[config.mk]
export PLATFORM = sky130hd
export DESIGN_NAME = ble_adv_field_extractor
export DESIGN_NICKNAME = d
export VERILOG_FILES = /design/src/hdl/ble_afx_pkg.sv /design/src/hdl/ble_afx_parser.sv /design/src/hdl/ble_adv_field_extractor.sv
export VERILOG_INCLUDE_DIRS = /design/src /design/src/hdl
export SDC_FILE = /design/constraint.sdc
export NUM_CORES = 1
export LEC_CHECK = 0
export BUFFER_PORTS_ARGS = -buffer_cell sky130_fd_sc_hd__buf_2
export CAP_MARGIN = 20
export CORE_ASPECT_RATIO = 0.75
export CORE_MARGIN = 2
export CORE_UTILIZATION = 30
export DETAILED_ROUTE_END_ITERATION = 8
export PLACE_DENSITY = 0.55
export SLEW_MARGIN = 20
export SYNTH_ARGS = -nofsm -noshare
export SYNTH_HDL_FRONTEND = slang
export SYNTH_SLANG_ARGS = --single-unit
[constraint.sdc]
create_clock -name clk -period 10.19 [get_ports clk]
set_input_delay 1.5285 -clock clk [delete_from_list [all_inputs] [get_ports clk]]
set_output_delay 1.5285 -clock clk [all_outputs]
set_load 0.01 [all_outputs]
[src/hdl/ble_adv_field_extractor_assert.svh]
// ----------------------------------------------------------------------------
// BLE advertising field extractor assertion macros
// Shared concurrent assertion forms. Both sample on clk and stay quiet in rst.
// ----------------------------------------------------------------------------
`ifndef BLE_ADV_FIELD_EXTRACTOR_ASSERT_SVH
`define BLE_ADV_FIELD_EXTRACTOR_ASSERT_SVH

// Consequent must hold in the same cycle as the antecedent.
`define BLE_AFX_ASSERT_SAME(lbl, ante, cons) \
  lbl: assert property (@(posedge clk) disable iff (rst) (ante) |-> (cons)) \
    else $error("ble_afx same-cycle check failed");

// Consequent must hold in the cycle after the antecedent.
`define BLE_AFX_ASSERT_NEXT(lbl, ante, cons) \
  lbl: assert property (@(posedge clk) disable iff (rst) (ante) |=> (cons)) \
    else $error("ble_afx next-cycle check failed");

`endif

[src/hdl/ble_afx_pkg.sv]
// ----------------------------------------------------------------------------
// ble_afx_pkg
// Types and constants shared by the BLE advertising field extractor.
// ----------------------------------------------------------------------------
package ble_afx_pkg;

  localparam int MAX_PAYLOAD_BYTES = 255;
  localparam int POS_W = 8;

  localparam logic [7:0] NAME_MAX_LEN_RESET = 8'd31;

  // AD structure type codes.
  localparam logic [7:0] KIND_UUID16_PART     = 8'h02;
  localparam logic [7:0] KIND_UUID16_FULL     = 8'h03;
  localparam logic [7:0] KIND_UUID32_PART     = 8'h04;
  localparam logic [7:0] KIND_UUID32_FULL     = 8'h05;
  localparam logic [7:0] KIND_UUID128_PART    = 8'h06;
  localparam logic [7:0] KIND_UUID128_FULL    = 8'h07;
  localparam logic [7:0] KIND_SHORT_NAME      = 8'h08;
  localparam logic [7:0] KIND_COMPLETE_NAME   = 8'h09;
  localparam logic [7:0] KIND_TX_POWER        = 8'h0A;
  localparam logic [7:0] KIND_SVC_DATA16      = 8'h16;
  localparam logic [7:0] KIND_SVC_DATA32      = 8'h20;
  localparam logic [7:0] KIND_SVC_DATA128     = 8'h21;
  localparam logic [7:0] KIND_MANUFACTURER    = 8'hFF;

  localparam logic [15:0] MFG_ID_NONE = 16'hFFFF;

  // Name selection codes.
  localparam logic [1:0] NAME_NONE     = 2'd0;
  localparam logic [1:0] NAME_SHORT    = 2'd1;
  localparam logic [1:0] NAME_COMPLETE = 2'd2;

  localparam logic [6:0] COUNT7_MAX = 7'd127;
  localparam logic [3:0] COUNT4_MAX = 4'd15;

  typedef struct packed {
    logic [7:0] data_byte;
    logic       last_byte;
  } in_word_t;

  typedef struct packed {
    logic signed [7:0] tx_power;
    logic [15:0]       manufacturer_id;
    logic [6:0]        metric_count;
    logic              has_service;
    logic [6:0]        uuid16_count;
    logic [3:0]        uuid128_count;
    logic [1:0]        name_kind;
    logic [7:0]        name_offset;
    logic [7:0]        name_len;
    logic [7:0]        mfg_payload_offset;
    logic [7:0]        mfg_payload_len;
  } out_word_t;

endpackage

[src/hdl/ble_afx_parser.sv]
// ----------------------------------------------------------------------------
// ble_afx_parser
// Walks length/type/value structures one byte per in_fire cycle, accumulates
// the packet summary and presents it on the cycle that carries the last byte.
// ----------------------------------------------------------------------------
module ble_afx_parser
  import ble_afx_pkg::*;
(
  input  logic       clk,
  input  logic       rst,
  input  logic       in_fire,
  input  in_word_t   in_word,
  input  logic [7:0] name_max_len,
  output logic       res_valid,
  output out_word_t  res_word
);

  `include "ble_adv_field_extractor_assert.svh"

  typedef enum logic [3:0] {
    PH_LEN   = 4'b0001,
    PH_TYPE  = 4'b0010,
    PH_VALUE = 4'b0100,
    PH_HALT  = 4'b1000
  } phase_t;

  localparam logic [POS_W-1:0] POS_LIMIT = POS_W'(MAX_PAYLOAD_BYTES);

  phase_t           phase, phase_next;
  logic [POS_W-1:0] byte_position, byte_position_next;
  logic [7:0]       field_length, field_length_next;
  logic [7:0]       field_kind, field_kind_next;
  logic [7:0]       bytes_left, bytes_left_next;
  logic [7:0]       value_start, value_start_next;
  logic [7:0]       first_value_byte, first_value_byte_next;
  logic [7:0]       second_value_byte, second_value_byte_next;
  logic [7:0]       held_tx_power, held_tx_power_next;
  logic [15:0]      held_manufacturer, held_manufacturer_next;
  logic [6:0]       held_metric_count, held_metric_count_next;
  logic             held_service_flag, held_service_flag_next;
  logic [6:0]       held_uuid16_count, held_uuid16_count_next;
  logic [3:0]       held_uuid128_count, held_uuid128_count_next;
  logic [1:0]       held_name_kind, held_name_kind_next;
  logic [7:0]       held_name_offset, held_name_offset_next;
  logic [7:0]       held_name_length, held_name_length_next;
  logic [7:0]       held_mfg_offset, held_mfg_offset_next;
  logic [7:0]       held_mfg_length, held_mfg_length_next;

  logic       commit;
  logic [7:0] vlen;
  logic [7:0] value_idx;
  logic [7:0] uuid16_sum;
  logic [4:0] uuid128_sum;
  logic       in_range;

  assign vlen     = field_length - 8'd1;
  assign in_range = byte_position < POS_LIMIT;

  always_comb begin
    phase_next              = phase;
    byte_position_next      = byte_position;
    field_length_next       = field_length;
    field_kind_next         = field_kind;
    bytes_left_next         = bytes_left;
    value_start_next        = value_start;
    first_value_byte_next   = first_value_byte;
    second_value_byte_next  = second_value_byte;
    held_tx_power_next      = held_tx_power;
    held_manufacturer_next  = held_manufacturer;
    held_metric_count_next  = held_metric_count;
    held_service_flag_next  = held_service_flag;
    held_uuid16_count_next  = held_uuid16_count;
    held_uuid128_count_next = held_uuid128_count;
    held_name_kind_next     = held_name_kind;
    held_name_offset_next   = held_name_offset;
    held_name_length_next   = held_name_length;
    held_mfg_offset_next    = held_mfg_offset;
    held_mfg_length_next    = held_mfg_length;
    commit                  = 1'b0;
    value_idx               = vlen - bytes_left;
    uuid16_sum              = 8'd0;
    uuid128_sum             = 5'd0;

    if (in_fire) begin
      if (!in_range) begin
        phase_next = PH_HALT;
      end else begin
        byte_position_next = byte_position + POS_W'(1);
        unique case (phase)
          PH_LEN: begin
            if (in_word.data_byte == 8'd0) begin
              phase_next = PH_HALT;
            end else begin
              field_length_next = in_word.data_byte;
              phase_next        = PH_TYPE;
            end
          end
          PH_TYPE: begin
            field_kind_next        = in_word.data_byte;
            bytes_left_next        = vlen;
            value_start_next       = byte_position + 8'd1;
            first_value_byte_next  = 8'd0;
            second_value_byte_next = 8'd0;
            if (vlen == 8'd0) begin
              commit     = 1'b1;
              phase_next = PH_LEN;
            end else begin
              phase_next = PH_VALUE;
            end
          end
          PH_VALUE: begin
            if (value_idx == 8'd0) begin
              first_value_byte_next = in_word.data_byte;
            end else if (value_idx == 8'd1) begin
              second_value_byte_next = in_word.data_byte;
            end
            bytes_left_next = bytes_left - 8'd1;
            if (bytes_left_next == 8'd0) begin
              commit     = 1'b1;
              phase_next = PH_LEN;
            end
          end
          PH_HALT: begin
          end
          default: begin
            phase_next = PH_HALT;
          end
        endcase
      end
    end

    // A structure only counts once its final byte is in.
    if (commit) begin
      case (field_kind_next)
        KIND_COMPLETE_NAME: begin
          if (held_name_kind != NAME_COMPLETE) begin
            held_name_kind_next   = NAME_COMPLETE;
            held_name_offset_next = value_start_next;
            held_name_length_next = vlen;
          end
        end
        KIND_SHORT_NAME: begin
          if (held_name_kind != NAME_COMPLETE) begin
            held_name_kind_next   = NAME_SHORT;
            held_name_offset_next = value_start_next;
            held_name_length_next = vlen;
          end
        end
        KIND_TX_POWER: begin
          if (vlen >= 8'd1) begin
            held_tx_power_next     = first_value_byte_next;
            held_metric_count_next = (held_metric_count == COUNT7_MAX) ?
                                     COUNT7_MAX : held_metric_count + 7'd1;
          end
        end
        KIND_MANUFACTURER: begin
          if (vlen >= 8'd2) begin
            held_manufacturer_next = {second_value_byte_next, first_value_byte_next};
            held_mfg_offset_next   = value_start_next + 8'd2;
            held_mfg_length_next   = vlen - 8'd2;
            held_metric_count_next = (held_metric_count == COUNT7_MAX) ?
                                     COUNT7_MAX : held_metric_count + 7'd1;
          end
        end
        KIND_UUID16_PART, KIND_UUID16_FULL: begin
          held_service_flag_next = 1'b1;
          uuid16_sum             = {1'b0, held_uuid16_count} + {1'b0, vlen[7:1]};
          held_uuid16_count_next = (uuid16_sum > {1'b0, COUNT7_MAX}) ?
                                   COUNT7_MAX : uuid16_sum[6:0];
        end
        KIND_SVC_DATA16: begin
          if (vlen >= 8'd2) begin
            held_service_flag_next = 1'b1;
            held_uuid16_count_next = (held_uuid16_count == COUNT7_MAX) ?
                                     COUNT7_MAX : held_uuid16_count + 7'd1;
          end
        end
        KIND_UUID128_PART, KIND_UUID128_FULL: begin
          held_service_flag_next  = 1'b1;
          uuid128_sum             = {1'b0, held_uuid128_count} + {1'b0, vlen[7:4]};
          held_uuid128_count_next = (uuid128_sum > {1'b0, COUNT4_MAX}) ?
                                    COUNT4_MAX : uuid128_sum[3:0];
        end
        KIND_SVC_DATA128: begin
          if (vlen >= 8'd16) begin
            held_service_flag_next  = 1'b1;
            held_uuid128_count_next = (held_uuid128_count == COUNT4_MAX) ?
                                      COUNT4_MAX : held_uuid128_count + 4'd1;
          end
        end
        KIND_UUID32_PART, KIND_UUID32_FULL, KIND_SVC_DATA32: begin
          if (vlen >= 8'd4) begin
            held_service_flag_next = 1'b1;
          end
        end
        default: begin
        end
      endcase
    end

    res_valid                   = in_fire && in_word.last_byte;
    res_word.tx_power           = $signed(held_tx_power_next);
    res_word.manufacturer_id    = held_manufacturer_next;
    res_word.metric_count       = held_metric_count_next;
    res_word.has_service        = held_service_flag_next;
    res_word.uuid16_count       = held_uuid16_count_next;
    res_word.uuid128_count      = held_uuid128_count_next;
    res_word.name_kind          = held_name_kind_next;
    res_word.name_offset        = held_name_offset_next;
    res_word.name_len           = (held_name_length_next < name_max_len) ?
                                  held_name_length_next : name_max_len;
    res_word.mfg_payload_offset = held_mfg_offset_next;
    res_word.mfg_payload_len    = held_mfg_length_next;

    // The summary has been taken; start the next packet from scratch.
    if (res_valid) begin
      phase_next              = PH_LEN;
      byte_position_next      = '0;
      field_length_next       = 8'd0;
      field_kind_next         = 8'd0;
      bytes_left_next         = 8'd0;
      value_start_next        = 8'd0;
      first_value_byte_next   = 8'd0;
      second_value_byte_next  = 8'd0;
      held_tx_power_next      = 8'd0;
      held_manufacturer_next  = MFG_ID_NONE;
      held_metric_count_next  = 7'd0;
      held_service_flag_next  = 1'b0;
      held_uuid16_count_next  = 7'd0;
      held_uuid128_count_next = 4'd0;
      held_name_kind_next     = NAME_NONE;
      held_name_offset_next   = 8'd0;
      held_name_length_next   = 8'd0;
      held_mfg_offset_next    = 8'd0;
      held_mfg_length_next    = 8'd0;
    end
  end

  always_ff @(posedge clk) begin
    if (rst) begin
      phase              <= PH_LEN;
      byte_position      <= '0;
      field_length       <= 8'd0;
      field_kind         <= 8'd0;
      bytes_left         <= 8'd0;
      value_start        <= 8'd0;
      first_value_byte   <= 8'd0;
      second_value_byte  <= 8'd0;
      held_tx_power      <= 8'd0;
      held_manufacturer  <= MFG_ID_NONE;
      held_metric_count  <= 7'd0;
      held_service_flag  <= 1'b0;
      held_uuid16_count  <= 7'd0;
      held_uuid128_count <= 4'd0;
      held_name_kind     <= NAME_NONE;
      held_name_offset   <= 8'd0;
      held_name_length   <= 8'd0;
      held_mfg_offset    <= 8'd0;
      held_mfg_length    <= 8'd0;
    end else begin
      phase              <= phase_next;
      byte_position      <= byte_position_next;
      field_length       <= field_length_next;
      field_kind         <= field_kind_next;
      bytes_left         <= bytes_left_next;
      value_start        <= value_start_next;
      first_value_byte   <= first_value_byte_next;
      second_value_byte  <= second_value_byte_next;
      held_tx_power      <= held_tx_power_next;
      held_manufacturer  <= held_manufacturer_next;
      held_metric_count  <= held_metric_count_next;
      held_service_flag  <= held_service_flag_next;
      held_uuid16_count  <= held_uuid16_count_next;
      held_uuid128_count <= held_uuid128_count_next;
      held_name_kind     <= held_name_kind_next;
      held_name_offset   <= held_name_offset_next;
      held_name_length   <= held_name_length_next;
      held_mfg_offset    <= held_mfg_offset_next;
      held_mfg_length    <= held_mfg_length_next;
    end
  end

  `BLE_AFX_ASSERT_SAME(a_commit_in_field, commit,
    (phase == PH_TYPE || phase == PH_VALUE) && in_fire && in_range)
  `BLE_AFX_ASSERT_SAME(a_pos_bounded, 1'b1, byte_position <= POS_LIMIT)
  `BLE_AFX_ASSERT_NEXT(a_clear_after_last, res_valid,
    byte_position == '0 && phase == PH_LEN && held_name_kind == NAME_NONE)

endmodule

[src/hdl/ble_adv_field_extractor.sv]
// The summary word is registered into out_word, or into the skid register if out_word is held.
// Throughput: one byte per cycle while in_stall is low; a single parser pass per byte.
// A second summary arriving while the first is stalled waits in a one-word skid register;
// the input stalls only while that skid register is occupied.
// Reset (rst, synchronous, active high) clears all parse state, empties the output
// stages and sets name_max_len to 31.
// ----------------------------------------------------------------------------
// ble_adv_field_extractor
// BLE advertising payload field extractor with a registered, skid-buffered
// summary output and a single name length limit register.
// ----------------------------------------------------------------------------
module ble_adv_field_extractor
  import ble_afx_pkg::*;
(
  input  logic       clk,
  input  logic       rst,
  input  logic       in_valid,
  output logic       in_stall,
  input  in_word_t   in_word,
  output logic       out_valid,
  input  logic       out_stall,
  output out_word_t  out_word,
  input  logic       cfg_wr_en,
  input  logic [7:0] cfg_wr_data
);

  `include "ble_adv_field_extractor_assert.svh"

  logic [7:0] name_limit;
  logic       in_fire;
  logic       out_pop;
  logic       res_valid;
  out_word_t  res_word;
  logic       skid_valid;
  out_word_t  skid_word;

  assign in_stall     = skid_valid;
  assign in_fire      = in_valid && !in_stall;
  assign out_pop      = out_valid && !out_stall;

  always_ff @(posedge clk) begin
    if (rst) begin
      name_limit <= NAME_MAX_LEN_RESET;
    end else if (cfg_wr_en) begin
      name_limit <= cfg_wr_data;
    end
  end

  ble_afx_parser u_parser (
    .clk          (clk),
    .rst          (rst),
    .in_fire      (in_fire),
    .in_word      (in_word),
    .name_max_len (name_limit),
    .res_valid    (res_valid),
    .res_word     (res_word)
  );

  // Output register with a one-word skid stage behind it.
  always_ff @(posedge clk) begin
    if (rst) begin
      out_valid  <= 1'b0;
      skid_valid <= 1'b0;
    end else begin
      if (skid_valid) begin
        if (out_pop) begin
          out_valid  <= 1'b1;
          skid_valid <= 1'b0;
        end
      end else if (res_valid) begin
        if (!out_valid || out_pop) begin
          out_valid <= 1'b1;
        end else begin
          skid_valid <= 1'b1;
        end
      end else if (out_pop) begin
        out_valid <= 1'b0;
      end
    end
  end

  always_ff @(posedge clk) begin
    if (skid_valid) begin
      if (out_pop) begin
        out_word <= skid_word;
      end
    end else if (res_valid) begin
      if (!out_valid || out_pop) begin
        out_word <= res_word;
      end else begin
        skid_word <= res_word;
      end
    end
  end

  `BLE_AFX_ASSERT_SAME(a_skid_behind_out, skid_valid, out_valid)
  `BLE_AFX_ASSERT_NEXT(a_skid_fills, res_valid && out_valid && out_stall,
    skid_valid && out_valid)
  `BLE_AFX_ASSERT_NEXT(a_skid_drains, skid_valid && !out_stall,
    out_valid && !skid_valid)

endmodule

== Yosys cells after proc, flatten, opt, wreduce, memory -nomap -nowiden ==
Cells that the tools add are included.

* Add/subtract/negate cells: 11
* $lt $le $gt $ge: 8
* Equal/unequal tests: 26
* Multiplexer cells: 82
* Bitwise gates (word level): 3
* Reductions and logical operators: 28

{| class="wikitable"
|+ Operator list
! kind !! count
|-
| 77-bit two-way mux || 4
|-
| 8-bit two-way mux || 29
|-
| 7-bit two-way mux || 8
|-
| 16-bit two-way mux || 3
|-
| 8-bit one-hot mux with 2 select lines || 3
|-
| 8-bit by 3-bit == test with 1-bit output (second input constant) || 4
|-
| 8-bit zero test || 4
|-
| 4-bit two-way mux || 7
|-
| 7-bit one-hot mux with 2 select lines || 2
|-
| 8-bit by 4-bit == test with 1-bit output (second input constant) || 3
|-
| 1-bit two-way mux || 17
|-
| 8-bit by 2-bit == test with 1-bit output (second input constant) || 2
|-
| 8-bit by 6-bit == test with 1-bit output (second input constant) || 2
|-
| 4-bit one-hot mux with 4 select lines || 1
|-
| 8-bit by 1-bit subtractor with 8-bit output (second input constant) || 2
|-
| 3-bit AND reduction || 5
|-
| 7-bit by 1-bit adder with 7-bit output (second input constant) || 2
|-
| 7-bit == test (second input constant) || 2
|-
| 7-bit by 7-bit adder with 8-bit output || 1
|-
| 8-bit by 1-bit adder with 8-bit output (second input constant) || 1
|-
| 8-bit by 2-bit adder with 8-bit output (second input constant) || 1
|-
| 4-bit == test (second input constant) || 2
|-
| 8-bit by 1-bit == test with 1-bit output (second input constant) || 1
|-
| 8-bit by 5-bit == test with 1-bit output (second input constant) || 1
|-
| other kinds (35) || 51
|}

* Flip-flop bits (word level): 301
* Input bits: 22
* Output and inout bits: 79
* Logic and storage cells: 202

== Depth between registers and ports, before layout ==
Gate-level depths: netlist of the first run.

* Word-level depth: 14
* Gate-level depth with buffers: 19
* Mapped depth without buffers: 17

== Modules after synthesis ==
A second synthesis of the first run with hierarchy kept.

* Cells, all modules: 1376
* Area total of the unflattened synthesis: 15139.5 µm²

{| class="wikitable"
|+ Modules (own cells, without submodules)
! module !! instances !! cells an instance !! area an instance (µm²) !! seq. area each (µm²)
|-
| ble_afx_parser || 1 || 1097 || 8802.2 || 2742.6
|-
| ble_adv_field_extractor || 1 || 279 || 6337.3 || 4824.6
|}

== Least setup slack after synthesis of the first run ==
Ideal clock, no wire load.

* Kind: input -> register
* Start: in in_valid
* End: reg out_word[0] (netlist bit) (enable)
* Setup time: 630 ps
* Data arrival time: 7664 ps
* Setup slack: 1895 ps
* Cell stages on the path: 4
* Path buffers: 1
* Path through: nor2b_1 clkbuf_1 nand2_1 a21boi_0

* Word-level cells in the longest chain between the ends: 4

{| class="wikitable"
|+ Ends and longest elaborated chain
! item !! RTL line !! text
|-
| from (decl) || ble_adv_field_extractor.sv:17 || <nowiki>input logic in_valid,</nowiki>
|-
| 1-bit logical AND || ble_adv_field_extractor.sv:38 || <nowiki>assign in_fire = in_valid && !in_stall;</nowiki>
|-
| 1-bit logical AND || ble_afx_parser.sv:201 || <nowiki>res_valid = in_fire && in_word.last_byte;</nowiki>
|-
| 2-bit nonzero test (no line) || n/a ||
|-
| 3-bit AND reduction (no line) || n/a ||
|-
| to (signal assigned) || ble_adv_field_extractor.sv:85 || <nowiki>out_word <= skid_word;</nowiki>
|-
| to (signal assigned) || ble_adv_field_extractor.sv:89 || <nowiki>out_word <= res_word;</nowiki>
|-
| to (decl) || ble_adv_field_extractor.sv:22 || <nowiki>output out_word_t out_word,</nowiki>
|}

No other way between the ends.
A chain may end at the register's enable or synchronous reset.

==> results of run 1 <==
[worst max-delay path by stage]
stage	from	end	slack, ns
after CTS	in_valid	out_word[18]	3.10
after floorplan	in_valid	out_word[0]	1.90
after detailed placement	in_valid	out_word[21]	2.54
after global placement	in_valid	out_word[18]	2.68
after global routing	in_valid	out_word[18]	2.73
final	in_valid	out_word[18]	3.09
[cell type report]
class | instances | area, µm² | area share [%]
well taps | 639 | 800 | 4.78
clock inverters | 12 | 78.8 | 0.471
multi-input cells | 932 | 6420 | 38.3
inverters | 59 | 221 | 1.32
diodes | 1 | 2.50 | 0.0149
flip-flops and latches | 301 | 7570 | 45.2
repair buffers | 116 | 641 | 3.83
clock buffers | 52 | 1010 | 6.05
[kinds of logic after synthesis]
logic type	after synthesis	synth area share (%)
flops	301	52.3
compound gates	325	14.7
fa+ha+maj	41	3.66
xor+xnor	38	2.49
mux	105	7.81
simple gates	423	15.4
buf+inv	134	3.73
[power groups by stage]
stage / combinational (W) / sequential (W) / clock, W
floorplan: 0.000130 / 0.00133 / 0
global placement: 0.000207 / 0.00132 / 0
detailed placement: 0.000209 / 0.00132 / 0
CTS: 0.000211 / 0.00130 / 0.00123
global route: 0.000233 / 0.00130 / 0.00128
finish: 0.000212 / 0.00130 / 0.00120
[state kept, by name, summed over array words and instances, names as in the netlist, 2 cells and up]
signal and count:
u_parser.held_name_length 8, u_parser.held_mfg_offset 8, out_word 77, u_parser.field_length 8, u_parser.held_uuid128_count 4, u_parser.held_mfg_length 8
name_limit 8, u_parser.held_metric_count 7, skid_word 77, u_parser.held_uuid16_count 7, u_parser.held_tx_power 8, u_parser.phase 4
u_parser.first_value_byte 8, u_parser.held_name_offset 8, u_parser.held_name_kind 2, u_parser.held_manufacturer 16, u_parser.value_start 8, u_parser.field_kind 8
u_parser.byte_position 8, u_parser.bytes_left 8, u_parser.second_value_byte 8
[worst reg2reg max path, delay by kind of cell (launching register included)]
| kind | cells | cell delay, ns |
|---|---|---|
| AO/OA/AOI/OAI | 4 | 1.42 |
| adder cells (fa/ha/maj) | 2 | 0.58 |
| flip-flops | 1 | 0.42 |
| multiplexers | 4 | 1.39 |
| AND/OR/NAND/NOR | 5 | 2.54 |
[cell usage after synthesis, types with 5 or more instances]
cell       instances
nand2_1           99
dfxtp_1          147
buf_2             11
nand3b_1           5
and3b_1            9
a31o_2             5
mux2i_1           42
ha_1              36
a31oi_1           14
nor4_1             5
inv_1             59
and2_1            47
nor3b_1           17
a22oi_1           12
nand4_1           13
nand3_1           52
nor2_1            95
nand2b_1          17
o21ai_2            8
o21ai_1           13
or3_1              8
mux2_2            63
o21ai_0           82
a211oi_1           7
and3_1             9
edfxtp_1         154
o2111ai_1         15
a21o_1             7
nor2b_1            6
xor2_1            13
o211ai_1          23
a21oi_1           79
clkbuf_1          58
o2bb2ai_1          8
nor3_1            15
xnor2_1           23
o31ai_1            8
[per-layer routing]
layer	vias up	track usage, %
met5	-	0
met4	2	3.60
met3	48	2.46
met2	236	24.0
met1	5283	21.4
li1	5191	-
[metrics by stage]
step	power (W)	setup WS [ns]	cells	hold slack (ns)	instance area, µm²
floorplan	0.00146	1.90	1367	0.445	14500
global placement	0.00153	2.68	2046	0.457	15600
detailed placement	0.00153	2.54	2046	0.463	15600
CTS	0.00274	3.10	2110	0.471	16700
global route	0.00281	2.73	2111	0.498	16700
finish	0.00271	3.09	2112	0.469	16700
==> results.yml, run 1 <==
run_status:
  status: "completed"
sta:
  fin_skew_ns: 0.0224
  period_share_pct: 69.7
  relSlewSlack_pct: 32.1
  rsz0062_at_grt: "no"
  hold_viol: 0
  worst_pin_slew_ns: 1.00
  fmax_mhz: 141
  slew_violations: 0
  setup_violations: 0
  setup_tns_ns: 0
  fin_crit_ns: 7.10
hold_path:
  min_from: "u_parser.field_kind[6]"
  holdPathStages: 2
  worst_hold_path_type: "register to register"
  worstHoldEndpoint: "u_parser.field_kind[6]"
power_and_ir_drop:
  switchingPower_w: 0.000663
  clkPwrFrac_pct: 44.3
  combPwrFrac_pct: 7.8
  leakage_nw: 6.38
  powerDensity_mw_per_mm2: 162
  switching_share_pct: 24.4
  peakVddDrop_v: 0.0000964
  seq_power_share_pct: 47.9
  intPower_w: 0.00205
setup_path:
  end_kind: "register"
  critPathBufInv: 1
  rr_worst_depth: 15
  path_depth: 15
  r2r_start: "u_parser.byte_position[0]"
  worst_ep_arrival_time_ns: 7.37
  critPathRequiredTime_ns: 10.46
  cp-start-kind: "input pin"
  rrSetupSlack_ns: 3.58
  cp_cell_sequence: "buf_2 -> nor2b_1 -> o211ai_2 -> a221o_1 -> or4b_1 -> nor2_2 -> mux2_2 -> ha_1 -> a21o_1 -> a21oi_1 -> o221ai_1 -> or4_1 -> nand3b_2 -> mux2_2 -> mux2_2"
  max_stage_delay_ns: 0.75
  cpMostUsedCell: "mux2_2"
  rr_endpoint: "out_word[18]"
  critPathSlowestCell: "nor2_2"
  worstPathMaxFanout: 17
  path_class: "input pin to register"
  critical-path-top-delay-family: "simple AND/OR/NAND/NOR gates"
floorplan:
  die_h_um: 194
  initial_core_util_pct: 30.5
  pin_count: 101
  num_rows: 69
  die_x_um: 258
  core-area_mm2: 0.0475
  die-area_mm2: 0.0500
grt:
  grt_pass1_vias: 10307
  antenna_found_initial: 2
  grt-ovfl-total: 0
  grt_pass1_wl_um: 60100
  grt_max_degree: 69
  grt_use_total_pct: 15.1
logic_synthesis:
  synth.area.top_cells: "edfxtp_1, dfxtp_1, mux2_2"
  synth.distinct_cells: 84
  synth_nets: 1428
  yosysWarnings: 0
  ys_ff_latch: 301
  seq_area_frac_synth_pct: 52.3
  synth_top_area_share_pct: 31.9
  syn_inst: 1367
  yosys.area.top_type: "edfxtp_1"
  synth_area_per_cell_um2: 10.6
  async_flop_share_pct: 0
  synth_edf_count: 154
  synth_ff_type: "edfxtp_1"
  syn_area_mm2: 0.0145
route:
  met1_length_um: 18200
  drc_errors: 0
  ant_nets: 0
  vias: 10760
  wl_per_cell_um: 18.0
  wl_met3_um: 1760
  wl_met2_um: 17400
  via_per_inst: 5.09
  drt-initial-drc-count: 642
  wirelength_um: 38100
  dr.max_layer_used: "met5"
  firstDrtPassIters: 6
cts:
  cts_inserted_buffers: 35
  htreeDepth: 2
  root_buffer: "clkbuf_16"
  worstSkewPairLatency_ns: 0.54
  clkTransAtPathRegs_ns: 0.06
  cts_tree: "yes"
  postCtsSetupBuffers: 0
  cts_resized: 0
  cts_hold_buf: 0
  cts_buffer_depth: 3
  cts_sinks: 301
finish:
  nNetsFinal: 1506
  final_util_pct: 35.3
  syn_to_final_growth_pct: 15.7
  final_cell_mix: "edfxtp_1, dfxtp_1, buf_2, nand2_1, nor2_1"
  final_common_cell: "edfxtp_1"
  drive_above_1_share_pct: 18.0
  fillerInstances: 4801
flow_run:
  maxCapViolCount: 0
placement:
  gp_congestion: 0.860
  portBuffers: 100
  hpwl_um: 26300
No activity file was read; power rests on OpenSTA's default activity.
==> inputs of run 2 (changes only) <==
Clock period 10.19 ns to 6.85 ns, I/O delays scaled along.
==> run 2 against run 1 <==
  * Cell count grew 0.52%
  * Count of clock-buffer cells in the layout did not move
  * Worst hold slack gained 0.0080 ns
  * Total power grew 51%
  * Routed wire length grew 0.22%
  * Utilization up 0.25 points
  * Combinational power rose by 49%
  * Sequential share of layout area down 0.32 points
  * Die area is the same
  * Highest routed layer unchanged
  * Via count fell by 0.89%
==> results.yml, run 2 (same netlist as run 1, synthesis figures left out) <==
floorplan:
  die-area_mm2: 0.0500
  num_rows: 69
  pin_count: 101
  die_x_um: 258
  initial_core_util_pct: 30.5
  core-area_mm2: 0.0475
  die_h_um: 194
power_and_ir_drop:
  peakVddDrop_v: 0.000127
  leakage_nw: 6.43
  powerDensity_mw_per_mm2: 244
setup_path:
  rrSetupSlack_ns: 0.68
  path_class: "register to register"
  cpMostUsedCell: "mux2_2"
  rr_worst_depth: 17
  cp_cell_sequence: "ha_1 -> nand4_1 -> buf_4 -> o211ai_2 -> mux2i_1 -> or4b_1 -> nor2_2 -> buf_4 -> mux2_2 -> ha_1 -> a21o_1 -> a21oi_1 -> o221ai_1 -> or4_1 -> nand3b_2 -> mux2_2 -> mux2_2"
  worst_ep_arrival_time_ns: 6.45
  critPathBufInv: 2
  critPathRequiredTime_ns: 7.13
  rr_endpoint: "out_word[21]"
  critPathSlowestCell: "o211ai_2"
  r2r_start: "u_parser.byte_position[0]"
  worstPathMaxFanout: 17
  max_stage_delay_ns: 0.73
  critical-path-top-delay-family: "simple AND/OR/NAND/NOR gates"
  cp-start-kind: "register"
  end_kind: "register"
sta:
  rsz0062_at_grt: "no"
  worst_pin_slew_ns: 0.969
  setup_violations: 0
  fin_skew_ns: 0.0266
  relSlewSlack_pct: 34.8
  worst_slack_ns: 0.681
  setup_tns_ns: 0
  slew_violations: 0
  fmax_mhz: 162
  hold_viol: 0
  fin_crit_ns: 6.17
  period_share_pct: 90.1
flow_run:
  maxCapViolCount: 0
cts:
  cts_inserted_buffers: 36
  worstSkewPairLatency_ns: 0.55
  cts_sinks: 301
  htreeDepth: 2
  cts_buffer_depth: 3
  clkTransAtPathRegs_ns: 0.05
  cts_hold_buf: 0
  cts_resized: 0
  root_buffer: "clkbuf_16"
  postCtsSetupBuffers: 0
  cts_tree: "yes"
route:
  wl_per_cell_um: 18.0
  drt-initial-drc-count: 656
  drc_errors: 0
  via_per_inst: 5.02
  ant_nets: 0
  wirelength_um: 38100
  vias: 10664
  firstDrtPassIters: 5
finish:
  final_common_cell: "edfxtp_1"
  final_cell_mix: "edfxtp_1, dfxtp_1, buf_2, nand2_1, nor2_1"
  multi_input_area_mm2: 0.00641
  regArea_mm2: 0.00757
  fillerInstances: 4755
  syn_to_final_growth_pct: 16.5
  reg.largest.list: "out_word: 77 flops, skid_word: 77 flops, u_parser.held_manufacturer: 16 flops"
  final_util_pct: 35.5
  nNetsFinal: 1514
  drive_above_1_share_pct: 18.3
grt:
  grt_max_degree: 78
  grt_pass1_vias: 10095
  grt_pass1_wl_um: 58900
  antenna_found_initial: 4
  grt_use_total_pct: 14.9
  grt-ovfl-total: 0
hold_path:
  min_from: "u_parser.field_kind[7]"
  holdPathStages: 2
  worstHoldEndpoint: "u_parser.field_kind[7]"
  worst_hold_path_type: "register to register"
run_status:
  status: "completed"
placement:
  dpl_worst_slack_ns: 0.677
  hpwl_um: 26400
  portBuffers: 100
  gp_congestion: 0.842
run 2: cell types whose count changed in the layout (fill, tap and decap cells not counted):
cell        previous run  this run
inv_6                  2         0
bufinv_16              0         2
clkbuf_8               3         1
clkinv_16              0         1
o32ai_1                1         2
diode_2                1         3
or3_2                  1         0
buf_4                 15        21
buf_6                  0         1
clkinvlp_4             0         1
or3_4                  0         1
clkbuf_1              12        14
o32ai_2                1         0
run 2: how the worst max path moves through the flow:
| stage | depth (start not counted) | from | slack, ns | end |
|---|---|---|---|---|
| after floorplan | 4 | in_valid | 1.15 | out_word[0] |
| after global placement | 16 | in_valid | 0.76 | out_word[22] |
| after detailed placement | 16 | in_valid | 0.68 | out_word[22] |
| after CTS | 17 | u_parser.byte_position[0] | 0.75 | out_word[22] |
| after global routing | 17 | u_parser.byte_position[0] | 0.38 | out_word[19] |
| final | 17 | u_parser.byte_position[0] | 0.68 | out_word[21] |
run 2: area by class of cell:
type                            instances  share of cell area, %
Timing Repair Buffer                  123                   4.13
Inverter                               59                   1.31
Clock inverter                         14                  0.942
Sequential cell                       301                   44.9
Multi-Input combinational cell        932                   38.0
Antenna cell                            3                 0.0445
Tap cell                              639                   4.74
Clock buffer                           52                   5.88
run 2: per-layer routing:
layer  part of all wire, %  wire length (µm)  up-vias  GRT usage [%]
li1                      -                 -     5198              -
met1                    48             18300     5178           21.2
met2                    45             17200      227           23.3
met3                   4.9              1870       59           2.59
met4                   2.0               752        2           3.96
met5                 0.034                13        -              0
run 2: per-stage QoR:
stage | power [W] | instances | hold slack [ns] | area [µm²]
3_5_place_dp | 0.00228 | 2054 | 0.463 | 15700
4_1_cts | 0.00416 | 2120 | 0.474 | 16800
2_1_floorplan | 0.00217 | 1367 | 0.445 | 14500
3_3_place_gp | 0.00228 | 2053 | 0.456 | 15700
5_1_grt | 0.00427 | 2121 | 0.499 | 16900
6_report | 0.00411 | 2123 | 0.477 | 16900
run 2: report_power, final:
group | leakage (nW) | internal (W) | switching [W]
clock network | 0.555 | 0.00109 | 0.000770
logic | 3.31 | 0.000110 | 0.000206
registers | 2.57 | 0.00191 | 0.0000193
total | 6.43 | 0.00311 | 0.000995
run 2: worst min-delay path, delay by kind of cell (launching register included):
kind | cells | cell delay (ns)
DFF | 1 | 0.32
and+or+nand+nor | 1 | 0.06
AOI/OAI and AO/OA | 1 | 0.05
